### config.mk
export PLATFORM = sky130hd
export DESIGN_NAME = assembler_token_scanner
export DESIGN_NICKNAME = d
export VERILOG_FILES = /design/src/rtl/core/ats_pkg.sv /design/src/rtl/core/assembler_token_scanner.sv /design/src/rtl/core/ats_step.sv
export SDC_FILE = /design/constraint.sdc
export NUM_CORES = 1
export LEC_CHECK = 0
export ABC_AREA = 1
export BUFFER_PORTS_ARGS = -buffer_cell sky130_fd_sc_hd__buf_2
export CORE_MARGIN = 2
export CORE_UTILIZATION = 50
export CTS_BUF_LIST = sky130_fd_sc_hd__clkbuf_2 sky130_fd_sc_hd__clkbuf_4 sky130_fd_sc_hd__clkbuf_8
export DETAILED_ROUTE_END_ITERATION = 10
export PLACE_DENSITY = 0.78
export SLEW_MARGIN = 20
export SYNTH_ARGS = -nofsm -noshare
export SYNTH_HDL_FRONTEND = slang
export SYNTH_HIERARCHICAL = 1
export SYNTH_SLANG_ARGS = --single-unit
export TNS_END_PERCENT = 20
### constraint.sdc
create_clock -name aclk -period 5.71 [get_ports aclk]
set_input_delay 0.571 -clock aclk [delete_from_list [all_inputs] [get_ports aclk]]
set_output_delay 0.571 -clock aclk [all_outputs]
set_load 0.005 [all_outputs]
### src/rtl/core/ats_pkg.sv
// Shared types, constants and character classes for the assembler token scanner.
// Depends on nothing; imported by every module of the scanner.
package ats_pkg;

    // Field widths
    localparam int OFFSET_BITS = 32;
    localparam int LENGTH_BITS = 16;
    localparam int ID_BITS     = 16;
    localparam int KIND_BITS   = 5;
    localparam int CH_BITS     = 8;
    localparam int PREFIX_BITS = 3 * CH_BITS;
    localparam int TOKEN_BITS  = KIND_BITS + OFFSET_BITS + LENGTH_BITS + ID_BITS;
    localparam int M_DATA_BITS = ((TOKEN_BITS + 7) / 8) * 8;
    localparam int MAX_TOKENS  = 3;

    localparam logic [LENGTH_BITS-1:0] LEN_MAX = {LENGTH_BITS{1'b1}};

    // Characters with a role of their own
    localparam logic [CH_BITS-1:0] CH_NUL   = 8'h00;
    localparam logic [CH_BITS-1:0] CH_NL    = 8'h0a;
    localparam logic [CH_BITS-1:0] CH_SLASH = "/";
    localparam logic [CH_BITS-1:0] CH_ZERO  = "0";
    localparam logic [CH_BITS-1:0] CH_X     = "x";
    localparam logic [CH_BITS-1:0] CH_UNDER = "_";

    typedef enum logic [KIND_BITS-1:0] {
        KIND_END      = 5'd0,
        KIND_COMMA    = 5'd1,
        KIND_COLON    = 5'd2,
        KIND_SEMI     = 5'd3,
        KIND_LPAREN   = 5'd4,
        KIND_RPAREN   = 5'd5,
        KIND_LBRACE   = 5'd6,
        KIND_RBRACE   = 5'd7,
        KIND_LBRACKET = 5'd8,
        KIND_RBRACKET = 5'd9,
        KIND_AT       = 5'd10,
        KIND_PLUS     = 5'd11,
        KIND_MINUS    = 5'd12,
        KIND_NUMBER   = 5'd13,
        KIND_IDENT    = 5'd14,
        KIND_FN       = 5'd15,
        KIND_SIZE     = 5'd16,
        KIND_REG      = 5'd17,
        KIND_ERROR    = 5'd18
    } kind_t;

    typedef enum logic [2:0] {
        MODE_IDLE    = 3'd0,
        MODE_SLASH   = 3'd1,
        MODE_COMMENT = 3'd2,
        MODE_ZERO    = 3'd3,
        MODE_HEX     = 3'd4,
        MODE_DEC     = 3'd5,
        MODE_IDENT   = 3'd6
    } scan_mode_t;

    // Kind sits in the lowest bits so the packed token maps straight onto tdata
    typedef struct packed {
        logic [ID_BITS-1:0]     src;
        logic [LENGTH_BITS-1:0] len;
        logic [OFFSET_BITS-1:0] start;
        kind_t                  kind;
    } token_t;

    typedef struct packed {
        scan_mode_t             mode;
        logic [OFFSET_BITS-1:0] pos;
        logic [OFFSET_BITS-1:0] tstart;
        logic [LENGTH_BITS-1:0] tlen;
        logic [PREFIX_BITS-1:0] prefix;
    } scan_state_t;

    function automatic logic is_space(input logic [CH_BITS-1:0] c);
        return c == 8'd10 || c == 8'd9 || c == 8'd13 || c == 8'd12 ||
               c == 8'd11 || c == 8'd7 || c == 8'd8 || c == 8'd32;
    endfunction

    function automatic logic is_digit(input logic [CH_BITS-1:0] c);
        return c >= "0" && c <= "9";
    endfunction

    function automatic logic is_alpha(input logic [CH_BITS-1:0] c);
        return (c >= "a" && c <= "z") || (c >= "A" && c <= "Z");
    endfunction

    function automatic logic is_hex(input logic [CH_BITS-1:0] c);
        return is_digit(c) || (c >= "a" && c <= "f") || (c >= "A" && c <= "F");
    endfunction

    function automatic logic is_ident(input logic [CH_BITS-1:0] c);
        return is_alpha(c) || is_digit(c) || c == CH_UNDER;
    endfunction

    // Punctuator kind, or KIND_END where the byte is none
    function automatic kind_t punct_kind(input logic [CH_BITS-1:0] c);
        kind_t k;
        unique case (c)
            ",":     k = KIND_COMMA;
            ":":     k = KIND_COLON;
            ";":     k = KIND_SEMI;
            "(":     k = KIND_LPAREN;
            ")":     k = KIND_RPAREN;
            "{":     k = KIND_LBRACE;
            "}":     k = KIND_RBRACE;
            "[":     k = KIND_LBRACKET;
            "]":     k = KIND_RBRACKET;
            "@":     k = KIND_AT;
            "+":     k = KIND_PLUS;
            "-":     k = KIND_MINUS;
            default: k = KIND_END;
        endcase
        return k;
    endfunction

    // Keyword lookup on the packed first three bytes of an identifier
    function automatic kind_t ident_kind(input logic [LENGTH_BITS-1:0] len,
                                         input logic [PREFIX_BITS-1:0] prefix);
        kind_t k;
        unique case (prefix)
            {8'h00, "fn"}:                     k = KIND_FN;
            {8'h00, "b8"}, "b16", "b32", "b64": k = KIND_SIZE;
            "rax", "rcx", "rdx", "rbx", "rsp", "rbp", "rsi", "rdi", "rip",
            {8'h00, "r8"}, {8'h00, "r9"},
            "r10", "r11", "r12", "r13", "r14", "r15": k = KIND_REG;
            default:                           k = KIND_IDENT;
        endcase
        if (len > LENGTH_BITS'(3)) begin
            k = KIND_IDENT;
        end
        return k;
    endfunction

endpackage

### src/rtl/core/assembler_token_scanner.sv
// Latency: tokens of an accepted item are offered on m_ the cycle after acceptance.
// Throughput: one item per cycle while each item yields at most one token and m_tready
// is high; an item that yields more tokens holds s_tready low while the three-entry token
// buffer drains, one token per cycle while m_tready is high, through the single m_ port.
// Reset: synchronous, active low; clears scan state, byte offset, file id and the buffer count.
// Top level of the scanner: state, file id and token buffer; uses ats_pkg and ats_step.
module assembler_token_scanner (
    input  logic                             aclk,
    input  logic                             aresetn,
    // Configuration: file id
    input  logic                             cfg_wr_en,
    input  logic [ats_pkg::ID_BITS-1:0]      cfg_wr_data,
    // Source bytes
    input  logic                             s_tvalid,
    output logic                             s_tready,
    input  logic [ats_pkg::CH_BITS-1:0]      s_tdata,   // [7:0] ch
    input  logic                             s_tlast,   // end_of_input
    // Tokens
    output logic                             m_tvalid,
    input  logic                             m_tready,
    output logic [ats_pkg::M_DATA_BITS-1:0]  m_tdata,   // kind, start_offset, length,
                                                        // source_id, zero pad
    output logic                             m_tlast    // last_of_run
);
    import ats_pkg::*;

    scan_state_t                 state_reg, state_next;
    logic [ID_BITS-1:0]          file_id_reg;
    token_t [MAX_TOKENS-1:0]     slot_reg, slot_next;
    logic [1:0]                  count_reg, count_next;
    token_t [MAX_TOKENS-1:0]     step_tokens;
    logic [1:0]                  step_count;
    scan_state_t                 step_state;
    logic                        accept;
    logic                        pop;

    ats_step u_step (
        .state_cur   (state_reg),
        .ch          (s_tdata),
        .eoi         (s_tlast),
        .file_id     (file_id_reg),
        .state_new   (step_state),
        .tokens      (step_tokens),
        .token_count (step_count)
    );

    // Handshakes: take an item once the buffer empties in this cycle
    assign m_tvalid = (count_reg != 2'd0);
    assign m_tlast  = (count_reg == 2'd1);
    assign m_tdata  = M_DATA_BITS'(slot_reg[0]);
    assign pop      = m_tvalid && m_tready;
    assign s_tready = (count_reg == 2'd0) || (count_reg == 2'd1 && m_tready);
    assign accept   = s_tvalid && s_tready;

    // Load a whole run on accept, else advance the buffer on a pop
    always_comb begin
        state_next = state_reg;
        slot_next  = slot_reg;
        count_next = count_reg;
        if (accept) begin
            state_next = step_state;
            slot_next  = step_tokens;
            count_next = step_count;
        end else if (pop) begin
            slot_next[0] = slot_reg[1];
            slot_next[1] = slot_reg[2];
            count_next   = count_reg - 2'd1;
        end
    end

    // Control state and configuration
    always_ff @(posedge aclk) begin
        if (!aresetn) begin
            state_reg   <= '{mode: MODE_IDLE, default: '0};
            count_reg   <= 2'd0;
            file_id_reg <= '0;
        end else begin
            state_reg <= state_next;
            count_reg <= count_next;
            if (cfg_wr_en) begin
                file_id_reg <= cfg_wr_data;
            end
        end
    end

    // Token payload
    always_ff @(posedge aclk) begin
        slot_reg <= slot_next;
    end

endmodule

### src/rtl/core/ats_step.sv
// Next-state and token logic of the scanner for one source byte.
// Depends on ats_pkg; instantiated by assembler_token_scanner.
module ats_step (
    input  ats_pkg::scan_state_t                   state_cur,
    input  logic [ats_pkg::CH_BITS-1:0]            ch,
    input  logic                                   eoi,
    input  logic [ats_pkg::ID_BITS-1:0]            file_id,
    output ats_pkg::scan_state_t                   state_new,
    output ats_pkg::token_t [ats_pkg::MAX_TOKENS-1:0] tokens,
    output logic [1:0]                             token_count
);
    import ats_pkg::*;

    function automatic token_t make_tok(input kind_t k,
                                        input logic [OFFSET_BITS-1:0] s,
                                        input logic [LENGTH_BITS-1:0] l,
                                        input logic [ID_BITS-1:0] id);
        token_t t;
        t.kind  = k;
        t.start = s;
        t.len   = l;
        t.src   = id;
        return t;
    endfunction

    localparam logic [LENGTH_BITS-1:0] LEN_ONE  = LENGTH_BITS'(1);
    localparam logic [LENGTH_BITS-1:0] LEN_ZERO = '0;

    // Scan the byte, close a pending token, then flush and end on end of input or a NUL byte
    always_comb begin
        scan_state_t            mid;
        token_t                 cand [4];
        logic [3:0]             cand_v;
        logic [2:0]             cnt;
        logic                   run_idle;
        logic                   closing;
        logic [OFFSET_BITS-1:0] pos_inc;
        logic [LENGTH_BITS-1:0] len_grow;
        kind_t                  pk;

        mid      = state_cur;
        cand_v   = '0;
        run_idle = 1'b0;
        pos_inc  = state_cur.pos + OFFSET_BITS'(1);
        len_grow = (state_cur.tlen == LEN_MAX) ? state_cur.tlen
                                                : state_cur.tlen + LEN_ONE;
        pk       = punct_kind(ch);
        for (int i = 0; i < 4; i++) begin
            cand[i] = make_tok(KIND_END, '0, LEN_ZERO, file_id);
        end

        if (ch != CH_NUL) begin
            // Continue or close the pending token
            unique case (state_cur.mode)
                MODE_SLASH: begin
                    if (ch == CH_SLASH) begin
                        mid.mode = MODE_COMMENT;
                    end else begin
                        cand_v[0] = 1'b1;
                        cand[0]   = make_tok(KIND_ERROR, state_cur.tstart, LEN_ONE, file_id);
                        run_idle  = 1'b1;
                    end
                end
                MODE_COMMENT: begin
                    if (ch == CH_NL) begin
                        mid.mode = MODE_IDLE;
                    end
                end
                MODE_ZERO: begin
                    if (ch == CH_X) begin
                        mid.mode = MODE_HEX;
                        mid.tlen = LENGTH_BITS'(2);
                    end else begin
                        cand_v[0] = 1'b1;
                        cand[0]   = make_tok(is_digit(ch) ? KIND_ERROR : KIND_NUMBER,
                                             state_cur.tstart, LEN_ONE, file_id);
                        run_idle  = 1'b1;
                    end
                end
                MODE_HEX, MODE_DEC: begin
                    if ((state_cur.mode == MODE_HEX) ? is_hex(ch) : is_digit(ch)) begin
                        mid.tlen = len_grow;
                    end else begin
                        cand_v[0] = 1'b1;
                        cand[0]   = make_tok(KIND_NUMBER, state_cur.tstart,
                                             state_cur.tlen, file_id);
                        run_idle  = 1'b1;
                    end
                end
                MODE_IDENT: begin
                    if (is_ident(ch)) begin
                        if (state_cur.tlen < LENGTH_BITS'(3)) begin
                            mid.prefix = {state_cur.prefix[PREFIX_BITS-CH_BITS-1:0], ch};
                        end
                        mid.tlen = len_grow;
                    end else begin
                        cand_v[0] = 1'b1;
                        cand[0]   = make_tok(ident_kind(state_cur.tlen, state_cur.prefix),
                                             state_cur.tstart, state_cur.tlen, file_id);
                        run_idle  = 1'b1;
                    end
                end
                default: begin
                    run_idle = 1'b1;
                end
            endcase

            // Start a new token from idle
            if (run_idle) begin
                mid.mode = MODE_IDLE;
                if (!is_space(ch)) begin
                    priority if (pk != KIND_END) begin
                        cand_v[1] = 1'b1;
                        cand[1]   = make_tok(pk, state_cur.pos, LEN_ONE, file_id);
                    end else if (ch == CH_SLASH || is_digit(ch) || is_alpha(ch) ||
                                 ch == CH_UNDER) begin
                        mid.tstart = state_cur.pos;
                        mid.tlen   = LEN_ONE;
                        priority if (ch == CH_SLASH) begin
                            mid.mode = MODE_SLASH;
                        end else if (ch == CH_ZERO) begin
                            mid.mode = MODE_ZERO;
                        end else if (is_digit(ch)) begin
                            mid.mode = MODE_DEC;
                        end else begin
                            mid.mode   = MODE_IDENT;
                            mid.prefix = PREFIX_BITS'(ch);
                        end
                    end else begin
                        cand_v[1] = 1'b1;
                        cand[1]   = make_tok(KIND_ERROR, state_cur.pos, LEN_ONE, file_id);
                    end
                end
            end
            mid.pos = pos_inc;
        end

        // Flush the pending token and emit the end token
        closing = (ch == CH_NUL) || eoi;
        if (closing) begin
            unique case (mid.mode)
                MODE_SLASH: begin
                    cand_v[2] = 1'b1;
                    cand[2]   = make_tok(KIND_ERROR, mid.tstart, LEN_ONE, file_id);
                end
                MODE_ZERO: begin
                    cand_v[2] = 1'b1;
                    cand[2]   = make_tok(KIND_NUMBER, mid.tstart, LEN_ONE, file_id);
                end
                MODE_HEX, MODE_DEC: begin
                    cand_v[2] = 1'b1;
                    cand[2]   = make_tok(KIND_NUMBER, mid.tstart, mid.tlen, file_id);
                end
                MODE_IDENT: begin
                    cand_v[2] = 1'b1;
                    cand[2]   = make_tok(ident_kind(mid.tlen, mid.prefix),
                                         mid.tstart, mid.tlen, file_id);
                end
                default: begin
                    cand_v[2] = 1'b0;
                end
            endcase
            cand_v[3] = 1'b1;
            cand[3]   = make_tok(KIND_END, (ch == CH_NUL) ? state_cur.pos : pos_inc,
                                 LEN_ZERO, file_id);
            mid = '{mode: MODE_IDLE, default: '0};
        end
        state_new = mid;

        // Pack the valid tokens in order
        tokens = '0;
        cnt    = '0;
        for (int i = 0; i < 4; i++) begin
            if (cand_v[i] && cnt < 3'(MAX_TOKENS)) begin
                tokens[cnt[1:0]] = cand[i];
                cnt              = cnt + 3'd1;
            end
        end
        token_count = cnt[1:0];
    end

endmodule

# Word-level counts from Yosys, hierarchy flattened
# Cells that the tools add are included.
# word_totals
register_bits	332
elab_cells	254
input_bits	30
# classes
reduce_logical	46
eq_ne	81
addsub	6
magnitude_cmp	20
mux	82
# op_table
operator	count
== test 24 x 23 -> 1 bit, second input constant	36
bitwise mux 207 bit	3
two-way mux 207 bit	3
case mux 53 bit (4 select lines)	2
demux 69 bit (select 2 bit)	3
two-way mux 72 bit	4
two-way mux 138 bit	2
two-way mux 69 bit	4
two-way mux 122 bit	2
two-way mux 38 bit	6
two-way mux 107 bit	2
== test 24 x 15 -> 1 bit, second input constant	8
two-way mux 24 bit	5
two-way mux 53 bit	2
== test 8 x 6 -> 1 bit, second input constant	10
== test 8 x 7 -> 1 bit, second input constant	7
== test 8 x 4 -> 1 bit, second input constant	6
two-way mux 16 bit	3
case mux 16 bit (3 select lines)	1
case mux 4 bit (12 select lines)	1
two-way mux 40 bit	1
OR reduction 17 bit	2
two-way mux 3 bit	11
adder 32 x 1 -> 32 bit, second input constant	1
42 further kinds	110

# Logic depth before layout (Yosys ltp)
# logic_depth
word_depth	28
depth_mapped	32

# Cells and area by module
# The synthesis kept the hierarchy.
# modules_own_cells
mod	cells_each	area_per_inst_um2	seq_area_each_um2	instances
assembler_token_scanner	1283	12939.9	8718.4	1
ats_step	1742	8428.1	0.0	1

# Least setup slack after synthesis
# OpenSTA, ideal clock, no wires.
# synth_timing
path_type	input to register
startpoint	input port s_tdata[3] in the netlist's numbering
endpoint	register slot_reg (netlist bit m_tdata[32]), data pin
path_buffers	6
setup_time_ns	0.252
arrival_time_ns	5.085
required_ns	5.458
slack_ns	0.373
path_stages	27
path_cell_list	buf_2 -> nand2_2 -> nand2_2 -> nor2_2 -> nor2_2 -> nand4_2 -> inv_1 -> nor2_1 -> clkbuf_1 -> nand2_1 -> nand2_1 -> clkbuf_1 -> clkbuf_1 -> ha_1 -> nand2_1 -> nand2_4 -> fa_1 -> o21ai_0 -> inv_1 -> nand2_1 -> clkbuf_1 -> clkbuf_1 -> o21ai_0 -> o22ai_1 -> inv_1 -> nand2_1 -> nand2_1
# synth_lines
element	line_no	source
start, declared	assembler_token_scanner.sv:16	input logic [ats_pkg::CH_BITS-1:0] s_tdata,
end signal, assigned	assembler_token_scanner.sv:88	slot_reg <= slot_next;
end, declared	assembler_token_scanner.sv:29	token_t [MAX_TOKENS-1:0] slot_reg, slot_next;

==> metrics <==
initial antenna violation count=0; I/O Buffers=101; top cell types by occurrence after synthesis=nand2_1, nor2_1, o21ai_0; worst slew margin relative to its limit=33.2%; gr usage total=26.8%; cell count after synthesis=3,025; Wirelength per Cell=16.9 um; met1 wire length=25,400 um; #FFs+latches synth=332; critical-path cell list=inv_2 > nor2_1 > inv_1 > nor2_4 > inv_1 > nand2_1 > nor2_1 > inv_2 > nand4_4 > inv_2 > a21oi_1 > o21ai_1 > o21ai_1 > a21oi_2 > nand2_1 > nand2_2 > nand2_4 > fa_1 > o21ai_0 > inv_1 > nand2_1 > nand3_2 > buf_4 > o32ai_1; r2r startpoint=state_reg[105]$_SDFFE_PN0P_; main combinational cell family by area after synthesis=simple AND/OR/NAND/NOR gates; Placed Instances=3,455; initial cell density of the core=50.8%; CP delay by family, top=simple AND/OR/NAND/NOR gates; clock root buffer=clkbuf_8; vias in the first global route=19,200; CTS max path bufs=3; RSZ-0062 raised after global routing=false; final setup fails=0; fill count=3,980; largest cells by area after synthesis=edfxtp_1, nand2_1, dfxtp_1; CP Launch Point=state_reg[105]$_SDFFE_PN0P_; Routability Congestion=0.905; Worst EP arrival=5.60 ns; Distinct cells, synth=61; Area Overhead vs Synth=6.75%; CTS buffer count=58; Synth Area in Simple Gates=30.1%; Synth Cell Area=21,400 um^2; hold_sp=cfg_wr_data[15]; Clock Latency Late Sink=0.66 ns; io pins=105; clock network power share=18.9%; clock transition at the registers of the reported paths=0.06 ns; antenna cells=0; Post-synth EDFFs=207; top-count cell post-synth=nand2_1; Leakage=9.89 nW; largest net degree at the start of global routing=158; Least-Margin Pin Slew=1.00 ns; top_reg_cell synth=edfxtp_1; Synth area leader=edfxtp_1; metal3 WL=5340 um; NetSw=5.97 mW; Max Cap Viol=0; Cell Count, Final, Fillers Out=3,564; CP max FO=20; row cnt=75; PD cells=574 nW/um^2; NumNets Final=3,017; register area share after synthesis=40.8%; Detailed Route WL=60,200 um; CP peak stage delay=0.54 ns; status=complete, no violations; Pint=7.13 mW; aggregate global routing overflow=0; final worst-path cycle share=89.9%; CP Capture Type=register; Max Used Layer=met4; htree depth=2; cts hold-fix bufs=0; clk sinks=332; CP Launch Type=register; post-DP HPWL=38,300 um; final worst path period need=5.13 ns; DR pass1 iterations=5; setup bufs post-CTS=0; Comb pwr share=48.3%; die height=211 um; vias per inst=5.68; Crit Path Category=reg2reg; Fin Setup TNS=0 ns; post-synth top area share=29.1%; Mean Syn Cell Area=7.06 um^2; DRT iter0 DRCs=2,263; Net Sw Frac=45.6%; share of layout cells above drive strength 1=10.8%; Horiz. Die Dim=211 um; Post-synth ARST share=0%; CP max stage cell=fa_1; routed wl met2=27,600 um; Final Hold Fails=0; Slew Limit Fails=0; Vias=20,300; Post-Route Skew=0.0205 ns; Max Fclk=0.195 GHz; core area=42,000 um^2; global-route wire length before repair=97,000 um; # DRC=0; Final ANT Viol Nets=0; Synth Area in Adders=0.679%; Sequential Power Share=32.8%; Buffers & Inverters on Critical Path=7; Compound-Gate Fraction of Synth Area=14.8%; CTS tree=done; YS warnings=6; xor/xnor share of the synthesized area=1.35%; mux cell area share after synthesis=0.240%; Min-Delay Path Class=in2reg; VDD IR max=0.780 mV; max FFs per register=138; Req. time, crit path=6.18 ns; Die ar.=44,400 um^2; PostCTS Resize Cnt=0
[placed cells by master (no fill, tap or decap), types with 60 or more instances in the layout]
cell and instances:
buf_2 101, clkbuf_8 76, dfxtp_1 125, edfxtp_1 207, inv_1 257, nand2_1 745
nand3_1 60, nor2_1 587, nor3_1 71, o21ai_0 261
[worst register-to-register path, delay by kind of cell (launching register included)]
kind,cells,cell delay [ns]
simple gates,10,1.60
fa+ha+maj,1,0.54
compound gates,6,1.25
flops,1,0.43
buf+inv,7,1.15
[routing by layer]
| layer | vias up | track usage, % |
|---|---|---|
| met2 | 996 | 43.5 |
| li1 | 9778 | - |
| met5 | - | 0 |
| met3 | 168 | 4.56 |
| met1 | 9319 | 35.9 |
| met4 | 0 | 10.1 |
[logic make-up (layout without fill, tap and decap cells)]
group / count (synthesis) / in the layout
compound gates: 540 / 540
xor+xnor: 33 / 33
fa+ha+maj: 11 / 11
buf+inv: 534 / 532
flops: 332 / 332
mux: 5 / 5
other cells: 1 / 3
simple gates: 1569 / 1569
[stage by stage]
step	utilization (%)	power (mW)	instance area [um^2]	hold WS, ns	worst slack [ns]
final	54.3	13.1	22800	0.149	0.576
after global routing	54.3	14.1	22800	0.129	0.154
after CTS	54.3	13.1	22800	0.105	0.736
after global placement	51.1	10.4	21500	0.470	0.425
after detailed placement	51.1	10.5	21500	0.483	0.261
after floorplan	-	9.15	21400	0.452	0.373
[path summary, 6_finish.rpt]
| kind | cells after the start | endpoint | slack (ns) |
|---|---|---|---|
| worst max register to register | 24 | slot_reg[174]$_DFFE_PP_ | 0.58 |
| worst min-delay path | 3 | file_id_reg[15]$_SDFFE_PN0P_ | 0.15 |
| worst max-delay path | 24 | slot_reg[174]$_DFFE_PP_ | 0.58 |
| worst min register to register | 2 | file_id_reg[11]$_SDFFE_PN0P_ | 0.50 |
[layout make-up]
type	instances	area (um^2)	area share, %
multi-input combinational	2161	10100	44.5
sequential	332	8720	38.2
clock buffer	95	1190	5.21
inverter	279	1060	4.63
timing repair buffer	144	878	3.85
tap	539	674	2.96
clock inverter	14	154	0.675
[power by group through the flow]
stage / Clock (mW) / Combinational (mW) / Sequential [mW]
finish: 2.48 / 6.33 / 4.29
global route: 2.62 / 7.05 / 4.40
CTS: 2.53 / 6.23 / 4.30
detailed placement: 0 / 6.20 / 4.34
global placement: 0 / 6.06 / 4.31
floorplan: 0 / 4.91 / 4.24
Note: power is estimated with default switching activity, not from simulation.
